==> src/sv/tac_pkg.sv <==
// Package for the tiny accumulator core: request and result types, codes and flag bundle.
`default_nettype none

package tac_pkg;

  localparam int unsigned NUM_REGS = 4;
  localparam int unsigned REG_IDX_W = 2;
  localparam int unsigned INSN_W = 16;
  localparam int unsigned IMM_W = 8;

  // Request kinds carried in req_type; the remaining code is ignored.
  typedef enum logic [1:0] {
    REQ_LOAD  = 2'd0,
    REQ_EXEC  = 2'd1,
    REQ_WRITE = 2'd2
  } tac_req_kind_e;

  // Instruction opcodes; other codes are undefined, set bad_opcode and only advance the PC.
  typedef enum logic [3:0] {
    OP_MOV = 4'd1,
    OP_JMP = 4'd2,
    OP_ADD = 4'd3,
    OP_CMP = 4'd4,
    OP_JLE = 4'd5,
    OP_STO = 4'd6,
    OP_SUB = 4'd7,
    OP_XOR = 4'd8,
    OP_OR  = 4'd9,
    OP_RET = 4'd15
  } tac_op_e;

  typedef struct packed {
    logic [1:0]  req_type;
    logic [3:0]  load_address;
    logic [15:0] word_value;
    logic [1:0]  target_register;
  } tac_req_t;

  typedef struct packed {
    logic [3:0]  program_counter;
    logic [3:0]  executed_opcode;
    logic        halted;
    logic [15:0] return_value;
    logic        zero_flag;
    logic        carry_flag;
    logic        negative_flag;
    logic        store_valid;
    logic [3:0]  store_address;
    logic [15:0] store_data;
    logic        bad_opcode;
  } tac_rsp_t;

  // Architectural status bits held between instructions.
  typedef struct packed {
    logic halt;
    logic less;
    logic carry;
    logic zero;
  } tac_flags_t;

endpackage

`default_nettype wire

==> src/sv/tac_req_if.sv <==
// Valid/ready channel carrying one request transaction.
`default_nettype none

interface tac_req_if
  import tac_pkg::*;
();
  logic     valid;
  logic     ready;
  tac_req_t data;

  modport source (output valid, output data, input ready);
  modport sink (input valid, input data, output ready);
endinterface

`default_nettype wire

==> src/sv/tac_rsp_if.sv <==
// Valid/ready channel carrying one result transaction.
`default_nettype none

interface tac_rsp_if
  import tac_pkg::*;
();
  logic     valid;
  logic     ready;
  tac_rsp_t data;

  modport source (output valid, output data, input ready);
  modport sink (input valid, input data, output ready);
endinterface

`default_nettype wire

==> src/sv/tac_exec.sv <==
// Execute stage: decodes one request against the current state and forms its updates and result.
`default_nettype none

module tac_exec
  import tac_pkg::*;
#(
  parameter int unsigned PROG_DEPTH = 16,
  parameter int unsigned DATA_WIDTH = 16,
  parameter int unsigned ADDR_WIDTH = 4
) (
  input  tac_req_t              req_i,
  input  logic [INSN_W-1:0]     insn_i,
  input  logic [ADDR_WIDTH-1:0] pc_i,
  input  tac_flags_t            flags_i,
  input  logic [DATA_WIDTH-1:0] regs_i [NUM_REGS],
  output logic [ADDR_WIDTH-1:0] pc_o,
  output tac_flags_t            flags_o,
  output logic                  rf_we_o,
  output logic [REG_IDX_W-1:0]  rf_idx_o,
  output logic [DATA_WIDTH-1:0] rf_wdata_o,
  output tac_rsp_t              rsp_o
);

  logic [3:0]            op;
  logic [REG_IDX_W-1:0]  x_idx;
  logic [REG_IDX_W-1:0]  y_idx;
  logic [3:0]            tgt;
  logic [IMM_W-1:0]      imm;
  logic [DATA_WIDTH-1:0] a;
  logic [DATA_WIDTH-1:0] b;
  logic [DATA_WIDTH:0]   sum;
  logic [DATA_WIDTH-1:0] mov_val;
  logic [ADDR_WIDTH-1:0] slot;
  logic [3:0]            opcode;
  logic [15:0]           retv;
  logic                  svalid;
  logic [3:0]            saddr;
  logic [15:0]           sdata;
  logic                  bad;

  assign op    = insn_i[3:0];
  assign x_idx = insn_i[5:4];
  assign y_idx = insn_i[7:6];
  assign tgt   = insn_i[7:4];
  assign imm   = insn_i[15:8];
  assign a     = regs_i[x_idx];
  assign b     = regs_i[y_idx];
  assign sum   = {1'b0, a} + {1'b0, b};
  assign slot  = ADDR_WIDTH'(a);

  always_comb begin
    mov_val = regs_i[tgt[1:0]];
    mov_val[IMM_W-1:0] = imm;
  end

  always_comb begin
    pc_o       = pc_i;
    flags_o    = flags_i;
    rf_we_o    = 1'b0;
    rf_idx_o   = req_i.target_register;
    rf_wdata_o = DATA_WIDTH'(req_i.word_value);
    opcode     = '0;
    retv       = '0;
    svalid     = 1'b0;
    saddr      = '0;
    sdata      = '0;
    bad        = 1'b0;

    if (!flags_i.halt) begin
      case (req_i.req_type)
        REQ_WRITE: begin
          rf_we_o = 1'b1;
        end
        REQ_EXEC: begin
          opcode = op;
          pc_o   = pc_i + ADDR_WIDTH'(1);
          case (op)
            OP_MOV: begin
              // Only targets R0 to R3 exist; higher targets are silently dropped.
              if (tgt[3:2] == 2'b00) begin
                rf_we_o    = 1'b1;
                rf_idx_o   = tgt[1:0];
                rf_wdata_o = mov_val;
              end
            end
            OP_JMP: begin
              pc_o = ADDR_WIDTH'(tgt);
            end
            OP_ADD: begin
              rf_we_o       = 1'b1;
              rf_idx_o      = x_idx;
              rf_wdata_o    = sum[DATA_WIDTH-1:0];
              flags_o.carry = sum[DATA_WIDTH];
              flags_o.zero  = (sum[DATA_WIDTH-1:0] == '0);
            end
            OP_CMP: begin
              flags_o.zero = (a == b);
              flags_o.less = (a < b);
            end
            OP_JLE: begin
              if (flags_i.less || flags_i.zero) begin
                pc_o = ADDR_WIDTH'(tgt);
              end
            end
            OP_STO: begin
              if (int'(slot) < int'(PROG_DEPTH)) begin
                svalid = 1'b1;
                saddr  = 4'(slot);
                sdata  = 16'(b);
              end
            end
            OP_SUB: begin
              rf_we_o    = 1'b1;
              rf_idx_o   = x_idx;
              rf_wdata_o = a - b;
            end
            OP_XOR: begin
              rf_we_o    = 1'b1;
              rf_idx_o   = x_idx;
              rf_wdata_o = a ^ b;
            end
            OP_OR: begin
              rf_we_o    = 1'b1;
              rf_idx_o   = x_idx;
              rf_wdata_o = a | b;
            end
            OP_RET: begin
              flags_o.halt = 1'b1;
              retv         = 16'(regs_i[0]);
            end
            default: begin
              bad = 1'b1;
            end
          endcase
        end
        default: begin
          // Loads are handled by the instruction store; the unused code does nothing.
        end
      endcase
    end
  end

  always_comb begin
    rsp_o.program_counter = 4'(pc_o);
    rsp_o.executed_opcode = opcode;
    rsp_o.halted          = flags_o.halt;
    rsp_o.return_value    = retv;
    rsp_o.zero_flag       = flags_o.zero;
    rsp_o.carry_flag      = flags_o.carry;
    rsp_o.negative_flag   = flags_o.less;
    rsp_o.store_valid     = svalid;
    rsp_o.store_address   = saddr;
    rsp_o.store_data      = sdata;
    rsp_o.bad_opcode      = bad;
  end

endmodule

`default_nettype wire

==> src/sv/tiny_accumulator_isa_core.sv <==
// Top level of the tiny accumulator core: input register, state, execute stage, result register.
// An accepted request is held in the input register, then its result in the result register.
// Throughput: one transaction per cycle unless rsp_o stalls; the state loop is not pipelined.
// A stalled result register holds the input stage, which then holds back req_i.ready.
// Reset clears the registers, flags, program counter and instruction store at once.
`default_nettype none

module tiny_accumulator_isa_core
  import tac_pkg::*;
#(
  parameter int unsigned PROG_DEPTH = 16,
  parameter int unsigned DATA_WIDTH = 16,
  parameter int unsigned ADDR_WIDTH = 4
) (
  input  wire        clk_i,
  input  wire        rst_ni,
  tac_req_if.sink    req_i,
  tac_rsp_if.source  rsp_o
);

  localparam int unsigned IDX_W = $clog2(PROG_DEPTH);

  logic                  stg_valid_q;
  tac_req_t              stg_req_q;
  logic                  out_valid_q;
  tac_rsp_t              out_q;
  logic                  adv;

  logic [INSN_W-1:0]     imem_q [PROG_DEPTH];
  logic [DATA_WIDTH-1:0] regs_q [NUM_REGS];
  logic [ADDR_WIDTH-1:0] pc_q;
  logic [ADDR_WIDTH-1:0] pc_d;
  tac_flags_t            flags_q;
  tac_flags_t            flags_d;

  logic [INSN_W-1:0]     insn;
  logic [IDX_W-1:0]      fetch_idx;
  logic [IDX_W-1:0]      load_idx;
  logic                  load_en;
  logic                  rf_we;
  logic [REG_IDX_W-1:0]  rf_idx;
  logic [DATA_WIDTH-1:0] rf_wdata;
  tac_rsp_t              rsp_d;

  assign adv         = stg_valid_q && (!out_valid_q || rsp_o.ready);
  assign req_i.ready = !stg_valid_q || adv;
  assign rsp_o.valid = out_valid_q;
  assign rsp_o.data  = out_q;

  // Slots at or beyond the store depth fetch as zero.
  assign fetch_idx = IDX_W'(pc_q);
  assign insn      = (int'(pc_q) < int'(PROG_DEPTH)) ? imem_q[fetch_idx] : '0;
  assign load_idx  = IDX_W'(stg_req_q.load_address);
  assign load_en   = adv && !flags_q.halt && (stg_req_q.req_type == REQ_LOAD) &&
                     (int'(stg_req_q.load_address) < int'(PROG_DEPTH));

  tac_exec #(
    .PROG_DEPTH (PROG_DEPTH),
    .DATA_WIDTH (DATA_WIDTH),
    .ADDR_WIDTH (ADDR_WIDTH)
  ) u_exec (
    .req_i      (stg_req_q),
    .insn_i     (insn),
    .pc_i       (pc_q),
    .flags_i    (flags_q),
    .regs_i     (regs_q),
    .pc_o       (pc_d),
    .flags_o    (flags_d),
    .rf_we_o    (rf_we),
    .rf_idx_o   (rf_idx),
    .rf_wdata_o (rf_wdata),
    .rsp_o      (rsp_d)
  );

  always_ff @(posedge clk_i or negedge rst_ni) begin
    if (!rst_ni) begin
      stg_valid_q <= 1'b0;
    end else if (req_i.ready) begin
      stg_valid_q <= req_i.valid;
    end
  end

  always_ff @(posedge clk_i) begin
    if (req_i.valid && req_i.ready) begin
      stg_req_q <= req_i.data;
    end
  end

  always_ff @(posedge clk_i or negedge rst_ni) begin
    if (!rst_ni) begin
      out_valid_q <= 1'b0;
    end else if (adv) begin
      out_valid_q <= 1'b1;
    end else if (rsp_o.ready) begin
      out_valid_q <= 1'b0;
    end
  end

  always_ff @(posedge clk_i) begin
    if (adv) begin
      out_q <= rsp_d;
    end
  end

  always_ff @(posedge clk_i or negedge rst_ni) begin
    if (!rst_ni) begin
      pc_q    <= '0;
      flags_q <= '0;
    end else if (adv) begin
      pc_q    <= pc_d;
      flags_q <= flags_d;
    end
  end

  always_ff @(posedge clk_i or negedge rst_ni) begin
    if (!rst_ni) begin
      for (int i = 0; i < int'(NUM_REGS); i++) begin
        regs_q[i] <= '0;
      end
    end else if (adv && rf_we) begin
      regs_q[rf_idx] <= rf_wdata;
    end
  end

  always_ff @(posedge clk_i or negedge rst_ni) begin
    if (!rst_ni) begin
      for (int i = 0; i < int'(PROG_DEPTH); i++) begin
        imem_q[i] <= '0;
      end
    end else if (load_en) begin
      imem_q[load_idx] <= stg_req_q.word_value;
    end
  end

  // Once the core has halted it stays halted until reset.
  a_halt_sticky: assert property (@(posedge clk_i) disable iff (!rst_ni)
    flags_q.halt |=> flags_q.halt)
    else $error("halt flag cleared after ret");

  // A halted core leaves the program counter where it stopped.
  a_halt_pc_frozen: assert property (@(posedge clk_i) disable iff (!rst_ni)
    (flags_q.halt && adv) |=> (pc_q == $past(pc_q)))
    else $error("program counter moved while halted");

  // Only sto may report a data store write.
  a_store_only_sto: assert property (@(posedge clk_i) disable iff (!rst_ni)
    (out_valid_q && out_q.store_valid) |-> (out_q.executed_opcode == OP_STO))
    else $error("store reported for an instruction other than sto");

  // A non-zero return value only accompanies the ret that halted the core.
  a_retv_on_ret: assert property (@(posedge clk_i) disable iff (!rst_ni)
    (out_valid_q && (out_q.return_value != '0)) |->
      (out_q.halted && (out_q.executed_opcode == OP_RET)))
    else $error("return value reported without ret");

  // A request that executes nothing leaves the program counter alone.
  a_pc_only_on_exec: assert property (@(posedge clk_i) disable iff (!rst_ni)
    (adv && (stg_req_q.req_type != REQ_EXEC)) |=> (pc_q == $past(pc_q)))
    else $error("program counter moved on a non-execute request");

endmodule

`default_nettype wire

==> src/flat_wrapper.sv <==
// flat-port wrapper written by rule: the top's interface ports become plain ports
module tiny_accumulator_isa_core_flat import tac_pkg::*;
#(
  parameter int unsigned PROG_DEPTH = 16,
  parameter int unsigned DATA_WIDTH = 16,
  parameter int unsigned ADDR_WIDTH = 4
)
  (clk_i, rst_ni, req_i_valid, req_i_data, req_i_ready, rsp_o_valid, rsp_o_data, rsp_o_ready);
  tac_req_if req_i_i ();
  tac_rsp_if rsp_o_i ();
  input  wire clk_i;
  input  wire rst_ni;
  input wire logic [$bits(req_i_i.valid)-1:0] req_i_valid;
  input wire logic [$bits(req_i_i.data)-1:0] req_i_data;
  output wire logic [$bits(req_i_i.ready)-1:0] req_i_ready;
  output wire logic [$bits(rsp_o_i.valid)-1:0] rsp_o_valid;
  output wire logic [$bits(rsp_o_i.data)-1:0] rsp_o_data;
  input wire logic [$bits(rsp_o_i.ready)-1:0] rsp_o_ready;
  assign req_i_i.valid = req_i_valid;
  assign req_i_i.data = req_i_data;
  assign req_i_ready = req_i_i.ready;
  assign rsp_o_valid = rsp_o_i.valid;
  assign rsp_o_data = rsp_o_i.data;
  assign rsp_o_i.ready = rsp_o_ready;
  tiny_accumulator_isa_core #(.PROG_DEPTH(PROG_DEPTH), .DATA_WIDTH(DATA_WIDTH), .ADDR_WIDTH(ADDR_WIDTH)) u_core (.clk_i(clk_i), .rst_ni(rst_ni), .req_i(req_i_i), .rsp_o(rsp_o_i));
endmodule
==> config.mk <==
export PLATFORM = sky130hd
export DESIGN_NAME = tiny_accumulator_isa_core_flat
export DESIGN_NICKNAME = d
export VERILOG_FILES = /design/src/sv/tac_pkg.sv /design/src/sv/tac_req_if.sv /design/src/sv/tac_rsp_if.sv /design/src/sv/tac_exec.sv /design/src/sv/tiny_accumulator_isa_core.sv /design/src/flat_wrapper.sv
export SDC_FILE = /design/constraint.sdc
export NUM_CORES = 1
export LEC_CHECK = 0
export BUFFER_PORTS_ARGS = -buffer_cell sky130_fd_sc_hd__buf_4
export CAP_MARGIN = 20
export CORE_MARGIN = 8
export CORE_UTILIZATION = 40
export CTS_CLUSTER_SIZE = 30
export DETAILED_ROUTE_END_ITERATION = 8
export PLACE_DENSITY_LB_ADDON = 0.2
export SETUP_SLACK_MARGIN = 0.05
export SYNTH_ARGS = -nofsm -noshare
export SYNTH_HDL_FRONTEND = slang
export SYNTH_SLANG_ARGS = --single-unit
==> constraint.sdc <==
create_clock -name clk_i -period 6.9 [get_ports clk_i]
set_clock_uncertainty 0.15 [all_clocks]
set_input_delay 0.69 -clock clk_i [delete_from_list [all_inputs] [get_ports clk_i]]
set_output_delay 0.69 -clock clk_i [all_outputs]
set_load 0.03 [all_outputs]
### Word level (Yosys, flattened, before mapping)

Index checks and enable logic that the tools add are counted.

| storage, ports and cells | value |
|---|---|
| register bits | 404 |
| bits of input ports | 28 |
| word-level logic and storage cells | 139 |

| operators by class | value |
|---|---|
| $add $sub $neg | 3 |
| order comparisons | 8 |
| eq/ne operators | 13 |
| multiplexer cells | 41 |
| bitwise logic cells | 10 |
| reduce and logical (&&, ||, !) cells | 22 |

Operators with widths:

| cell | number |
|---|---|
| 256-bit bitwise mux | 1 |
| 16-bit two-way mux | 11 |
| 16-bit case mux with 5 select lines | 1 |
| 16-bit binary-select mux with 2-bit select | 2 |
| 16-bit binary-select mux with 4-bit select | 1 |
| 64-bit bitwise mux | 1 |
| 16-bit demux with 4-bit select | 1 |
| 16-bit demux with 2-bit select | 1 |
| 4-bit two-way mux | 5 |
| 16-bit by 16-bit adder with 17-bit output | 1 |
| 16-bit == test | 1 |
| 4-bit by 3-bit == test with 1-bit output, second input constant | 4 |
| 16-bit zero test | 1 |
| 16-bit less-than comparator | 1 |
| 16-bit OR | 1 |
| 16-bit subtractor | 1 |
| 16-bit XOR | 1 |
| 4-bit == test, second input constant | 3 |
| 5-bit greater-or-equal comparator, second input constant | 2 |
| 4-bit NOT with 5-bit output | 2 |
| 10-bit OR reduction | 1 |
| 3-bit greater-or-equal comparator, second input constant | 3 |
| 1-bit two-way mux | 9 |
| 2-bit NOT with 3-bit output | 3 |
| other kinds (20) | 39 |

### Logic depth before layout (Yosys ltp)

| logic depth | value |
|---|---|
| depth after elaboration | 15 |
| mapped depth | 23 |
| depth with buffers taken out | 17 |

### Modules after synthesis

A second synthesis with hierarchy kept.

| unflattened totals | value |
|---|---|
| cell total of the unflattened synthesis | 1485 |
| area total of the unflattened synthesis | 20664.8 um^2 |

Modules (own cells, without submodules):

| module | times used | cells each | area each (um^2) | seq. area each (um^2) |
|---|---|---|---|---|
| tiny_accumulator_isa_core | 1 | 952 | 16564.6 | 10480.1 |
| tac_exec | 1 | 533 | 4100.2 | 0.0 |

### Least setup slack after synthesis

OpenSTA, ideal clock, no wires.

| timing path | value |
|---|---|
| kind | register -> register |
| start point | register u_core.pc_q[0] (netlist: u_core.fetch_idx[0]) |
| end point | register u_core.flags_q[0] (netlist bit) |
| library setup time | 107 ps |
| data arrival time | 5330 ps |
| data required time | 6643 ps |
| slack | 1313 ps |
| cell stages (with the launch flop) | 21 |
| path through | dfrtp_1 -> buf_6 -> buf_12 -> buf_12 -> mux4_2 -> mux4_2 -> buf_4 -> buf_6 -> buf_2 -> buf_2 -> mux2i_1 -> mux2i_1 -> ha_1 -> nand2b_1 -> o311ai_1 -> o311ai_1 -> a211oi_1 -> xnor2_1 -> or4_1 -> or4_1 -> a31oi_1 |

| between the ends | value |
|---|---|
| longest elaborated chain between the ends | 13 |
| elaborated cells on any way between the ends | 20 |

Ends and longest elaborated chain:

| what | line | RTL |
|---|---|---|
| from (decl) | tiny_accumulator_isa_core.sv:31 | `logic [ADDR_WIDTH-1:0] pc_q;` |
| from (signal assigned) | tiny_accumulator_isa_core.sv:110 | `pc_q <= pc_d;` |
| 4-bit NOT with 5-bit output (not written as such) * | tiny_accumulator_isa_core.sv:52 | `assign insn = (int'(pc_q) < int'(PROG_DEPTH)) ? imem_q[fetch_idx] : '0;` |
| 16-bit binary-select mux with 4-bit select * | tiny_accumulator_isa_core.sv:52 |  |
| 16-bit two-way mux (not written as such) * (2 in series) | tiny_accumulator_isa_core.sv:52 |  |
| 2-bit NOT with 3-bit output, on equally long branches | tac_exec.sv:46, tac_exec.sv:47 |  |
| 16-bit binary-select mux with 2-bit select, on equally long branches | tac_exec.sv:46, tac_exec.sv:47 |  |
| 16-bit two-way mux, on equally long branches (2 in series) | tac_exec.sv:46, tac_exec.sv:47 |  |
| 16-bit by 16-bit adder with 17-bit output | tac_exec.sv:48 | `assign sum = {1'b0, a} + {1'b0, b};` |
| 16-bit zero test | tac_exec.sv:94 | `flags_o.zero = (sum[DATA_WIDTH-1:0] == '0);` |
| 1-bit case mux with 2 select lines * | tac_exec.sv:77 | `case (op)` |
| 4-bit two-way mux * | tac_exec.sv:70 | `case (req_i.req_type)` |
| 4-bit two-way mux * | tac_exec.sv:69 | `if (!flags_i.halt) begin` |
| to (signal assigned) | tiny_accumulator_isa_core.sv:111 | `flags_q <= flags_d;` |
| to (decl) | tiny_accumulator_isa_core.sv:33 | `tac_flags_t flags_q;` |

Mark *: on every way between the ends. The rest lies on a longest branch, timed or not. The select of a mux whose other input is x is not followed.
A chain may end at the register's enable or synchronous reset.

### Worst setup path after layout

| timing path | value |
|---|---|
| start point | register u_core.pc_q[2] (netlist: u_core.fetch_idx[2]) |
| end point | register u_core.flags_q[0] (netlist bit) |

| between the ends | value |
|---|---|
| longest elaborated chain between the ends | 13 |
| elaborated cells on any way between the ends | 20 |

Ends and longest elaborated chain:

| what | line | RTL |
|---|---|---|
| 4-bit NOT with 5-bit output (not written as such) * | tiny_accumulator_isa_core.sv:52 |  |
| 16-bit binary-select mux with 4-bit select * | tiny_accumulator_isa_core.sv:52 |  |
| 16-bit two-way mux (not written as such) * (2 in series) | tiny_accumulator_isa_core.sv:52 |  |
| 2-bit NOT with 3-bit output (not written as such) * | tac_exec.sv:47 | `assign b = regs_i[y_idx];` |
| 16-bit binary-select mux with 2-bit select * | tac_exec.sv:47 |  |
| 16-bit two-way mux (not written as such) * (2 in series) | tac_exec.sv:47 |  |
| via u_core.u_exec.b[5] | tac_exec.sv:30 | `logic [DATA_WIDTH-1:0] b;` |
| 16-bit by 16-bit adder with 17-bit output | tac_exec.sv:48 |  |
| 16-bit zero test | tac_exec.sv:94 |  |
| 1-bit case mux with 2 select lines * | tac_exec.sv:77 |  |
| 4-bit two-way mux * | tac_exec.sv:70 |  |
| 4-bit two-way mux * | tac_exec.sv:69 |  |

Mark *: on every way through the listed nets, which the timed path passes. The rest lies on a longest branch. The select of a mux whose other input is x is not followed.

==> results.py <==
metrics = {
    "timing": {
        "finalCritPeriodShare_pct": 92.2,
        "slew_viol_final": 0,
        "hold_viol": 1,
        "tightestPinTransition_ns": 1.13,
        "final-setup-viol-count": 0,
        "fmax_ghz": 0.157,
        "tns_ns": 0,
        "fin_hold_ws_ns": -0.00194,
        "rsz0062_at_grt": "no",
        "slew_headroom_pct": 24.7,
        "min_period_ns": 6.36,
    },
    "critical_path": {
        "timing.rr.start": "u_core.fetch_idx[2]$_DFFE_PN0P_",
        "slowest_delay_ns": 0.83,
        "path_buf_inv": 3,
        "slowest_stage": "dfrtp_2",
        "critical_path_arrival_ns": 6.72,
        "cp_cell_sequence": "buf_4 -> nand2b_1 -> o22ai_1 -> a211oi_4 -> buf_4 -> mux2i_1 -> a21oi_1 -> inv_1 -> ha_1 -> nor2b_1 -> o21ai_0 -> o311ai_1 -> a211oi_1 -> xnor2_1 -> or4_1 -> or4_1 -> a31oi_1",
        "crit_start": "u_core.fetch_idx[2]$_DFFE_PN0P_",
        "crit_cells": 17,
        "rr_endpoint": "u_core.flags_q[0]$_DFFE_PN0P_",
        "path_max_fanout": 27,
        "startpoint_type": "flop",
        "r2r_cells": 17,
        "crit_required_ns": 7.26,
        "cp-end-kind": "flop",
        "reg2reg_setup_slack_ns": 0.54,
        "critPathTopFamily": "compound AO/OA/AOI/OAI gates",
        "path_class": "flop to flop",
        "setup.worst_path.end": "u_core.flags_q[0]$_DFFE_PN0P_",
    },
    "floorplanning": {
        "start_util_pct": 40.4,
        "die_x_um": 247,
        "rows": 84,
        "core_um2": 52600,
        "ios": 80,
        "die_y_um": 247,
        "die_area_um2": 60800,
    },
    "synth": {
        "seq_area_frac_synth_pct": 49.3,
        "synthesis.nets": 1703,
        "synth_area_leaders": "dfrtp_1 (39%), mux2_2 (15%), edfxtp_1 (10%), mux4_2 (6.5%), mux2i_1 (3.3%)",
        "ys_ff_latch": 404,
        "yosys.area.top_type": "dfrtp_1",
        "yosys.area.top_type_share_pct": 38.9,
        "ys_async_sr_fraction_pct": 81.7,
        "yosysMostFrequentCell": "dfrtp_1",
        "synthFlopType": "dfrtp_1",
        "synth_edf_count": 74,
        "ys_warn_count": 0,
        "avgSynthCellArea_um2": 13.1,
        "syn_area_um2": 21300,
        "synthDistinctLibCells": 96,
        "syn_inst": 1621,
        "netlist_top_cells_count": "dfrtp_1 (330), mux2_2 (290), edfxtp_1 (74), mux2i_1 (71), nor2_1 (71)",
    },
    "pwr": {
        "powerDensity_nw_per_um2": 484,
        "power_leakage_uw": 0.0108,
        "peakVddDrop_mv": 0.236,
        "p_total_uw": 11700,
    },
    "clock_network": {
        "cts_tree": "done",
        "hold_buffers": 0,
        "cts.repair.resized": 0,
        "htree_levels": 2,
        "path_clk_slew_ns": 0.06,
        "cts.sinks": 404,
        "numCtsBuffers": 45,
        "cts_buffer_depth": 3,
        "postCtsSetupBuffers": 0,
        "clk_latency_ns": 0.60,
        "clock-root-buffer": "clkbuf_16",
    },
    "detailed_routing": {
        "drt_iter0_markers": 970,
        "ant_nets": 0,
        "avgViaCountPerCell": 5.62,
        "drt-wirelength-per-cell_um": 24.3,
        "drc": 0,
        "route.vias.total": 13600,
        "drt_wl_total_um": 58900,
        "first_pass_iters": 5,
    },
    "cells_and_area": {
        "fin_nets": 1779,
        "drive_gt1_share_pct": 36.8,
        "syn2layout_area_growth_pct": 13.4,
        "fin_area_um2": 24100,
        "final_util_pct": 45.9,
    },
    "grt": {
        "grt_start_max_net_pins": 122,
        "grt_usage_pct": 19.4,
        "grt_antenna_before_repair": 5,
        "grt_pass1_vias": 14500,
        "grt_pass1_wl_um": 90300,
        "gr-total-overflow": 0,
    },
    "placed_design": {
        "dpl_cell_area_um2": 22600,
        "portBuffers": 79,
        "dp_hpwl_um": 40300,
        "place.gp.congestion": 0.913,
    },
    "run": {
        "drv_cap": 0,
    },
    "outcome": {
        "status": "finished, violations left",
        "violations": "negative hold slack",
    },
    "worst_hold_path": {
        "worstHoldPathType": "primary input to asynchronous set/reset pin",
    },
}
==> registers in the layout (all words and copies together) (netlist names) <==
name,flops
u_core.imem_q,256
u_core.regs_q,64
u_core.rsp_o.data,50
u_core.stg_req_q,20
u_core.fetch_idx,4
u_core.flags_q,4
u_core.load_idx,4
u_core.rsp_o.valid,1
u_core.stg_valid_q,1
==> through the flow <==
| step | cells | setup slack, ns |
|---|---|---|
| 2_1_floorplan | 1621 | 1.31 |
| 3_3_place_gp | 2338 | 0.476 |
| 3_5_place_dp | 2338 | 0.565 |
| 4_1_cts | 2421 | 0.494 |
| 5_1_grt | 2421 | 0.119 |
| 6_report | 2422 | 0.535 |
==> cell usage in the layout (no fill, tap or decap), types with 11 or more instances in the layout <==
cell,count
a211oi_1,24
a21o_1,13
a21oi_1,66
and2_1,34
buf_4,129
clkbuf_1,11
clkbuf_16,45
dfrtp_1,327
edfxtp_1,74
ha_1,52
inv_1,65
mux2_2,290
mux2_4,31
mux2i_1,71
mux4_2,61
nand2_1,43
nand2b_1,18
nand3_1,11
nor2_1,61
nor2b_1,26
nor3_1,14
o21ai_0,28
o22ai_1,20
xnor2_1,17
==> cell families (layout without fill, tap and decap cells) <==
family / count (synthesis) / in the layout / synth area share (%)
flip-flops: 404 / 404 / 49.3
adder cells (fa/ha/maj): 54 / 54 / 3.25
XOR/XNOR: 18 / 18 / 0.742
buffers and inverters: 170 / 282 / 3.85
other: 0 / 1 / 0
multiplexers: 456 / 456 / 27.6
AND/OR/NAND/NOR: 268 / 268 / 6.65
AO/OA/AOI/OAI: 251 / 251 / 8.61
==> metal layers <==
| layer | wire length (um) | vias to the layer above | track usage (%) | share of wire [%] |
|---|---|---|---|---|
| met5 | 27 | - | 0 | 0.046 |
| met4 | 1970 | 4 | 7.31 | 3.3 |
| met3 | 2660 | 101 | 3.13 | 4.5 |
| met2 | 28800 | 316 | 32.7 | 49 |
| met1 | 25500 | 7065 | 25.1 | 43 |
| li1 | - | 6122 | - | - |
==> worst register-to-register path: stages, from the launching register on <==
cell and delay (ns):
dfrtp_2 0.83, buf_4 0.33, nand2b_1 0.13, o22ai_1 0.11
a211oi_4 0.75, buf_4 0.47, mux2i_1 0.12, a21oi_1 0.25
inv_1 0.10, ha_1 0.45, nor2b_1 0.19, o21ai_0 0.21
o311ai_1 0.23, a211oi_1 0.58, xnor2_1 0.18, or4_1 0.50
or4_1 0.47, a31oi_1 0.20
==> layout make-up <==
cell class / instances / area [um2]
Inverter: 68 / 260
Tap cell: 688 / 861
Clock buffer: 64 / 1280
Timing Repair Buffer: 131 / 1000
Sequential cell: 404 / 10500
Fill cell: 4705 / 28400
Multi-Input combinational cell: 1047 / 10000
Antenna cell: 1 / 2.50
Clock inverter: 19 / 195
==> how the worst min path moves through the flow <==
stage,start,end,slack (ns),depth (start not counted)
finish,rst_ni,u_core.imem_q[67]$_DFFE_PN0P_,-0.002,1
detailed placement,u_core.stg_valid_q$_DFFE_PN0N_,u_core.rsp_o.valid$_DFFE_PN0P_,0.33,1
floorplan,rst_ni,u_core.fetch_idx[0]$_DFFE_PN0P_,0.24,0
global route,rst_ni,u_core.imem_q[67]$_DFFE_PN0P_,0.05,1
global placement,u_core.stg_valid_q$_DFFE_PN0N_,u_core.rsp_o.valid$_DFFE_PN0P_,0.32,1
CTS,rst_ni,u_core.imem_q[67]$_DFFE_PN0P_,0.02,1
==> power breakdown <==
group          switching (uW)  internal [uW]
Combinational            3630           2410
Sequential                373           2870
Clock                    1010           1380
Total                    5010           6650
No activity file was read; power rests on OpenSTA's default activity.
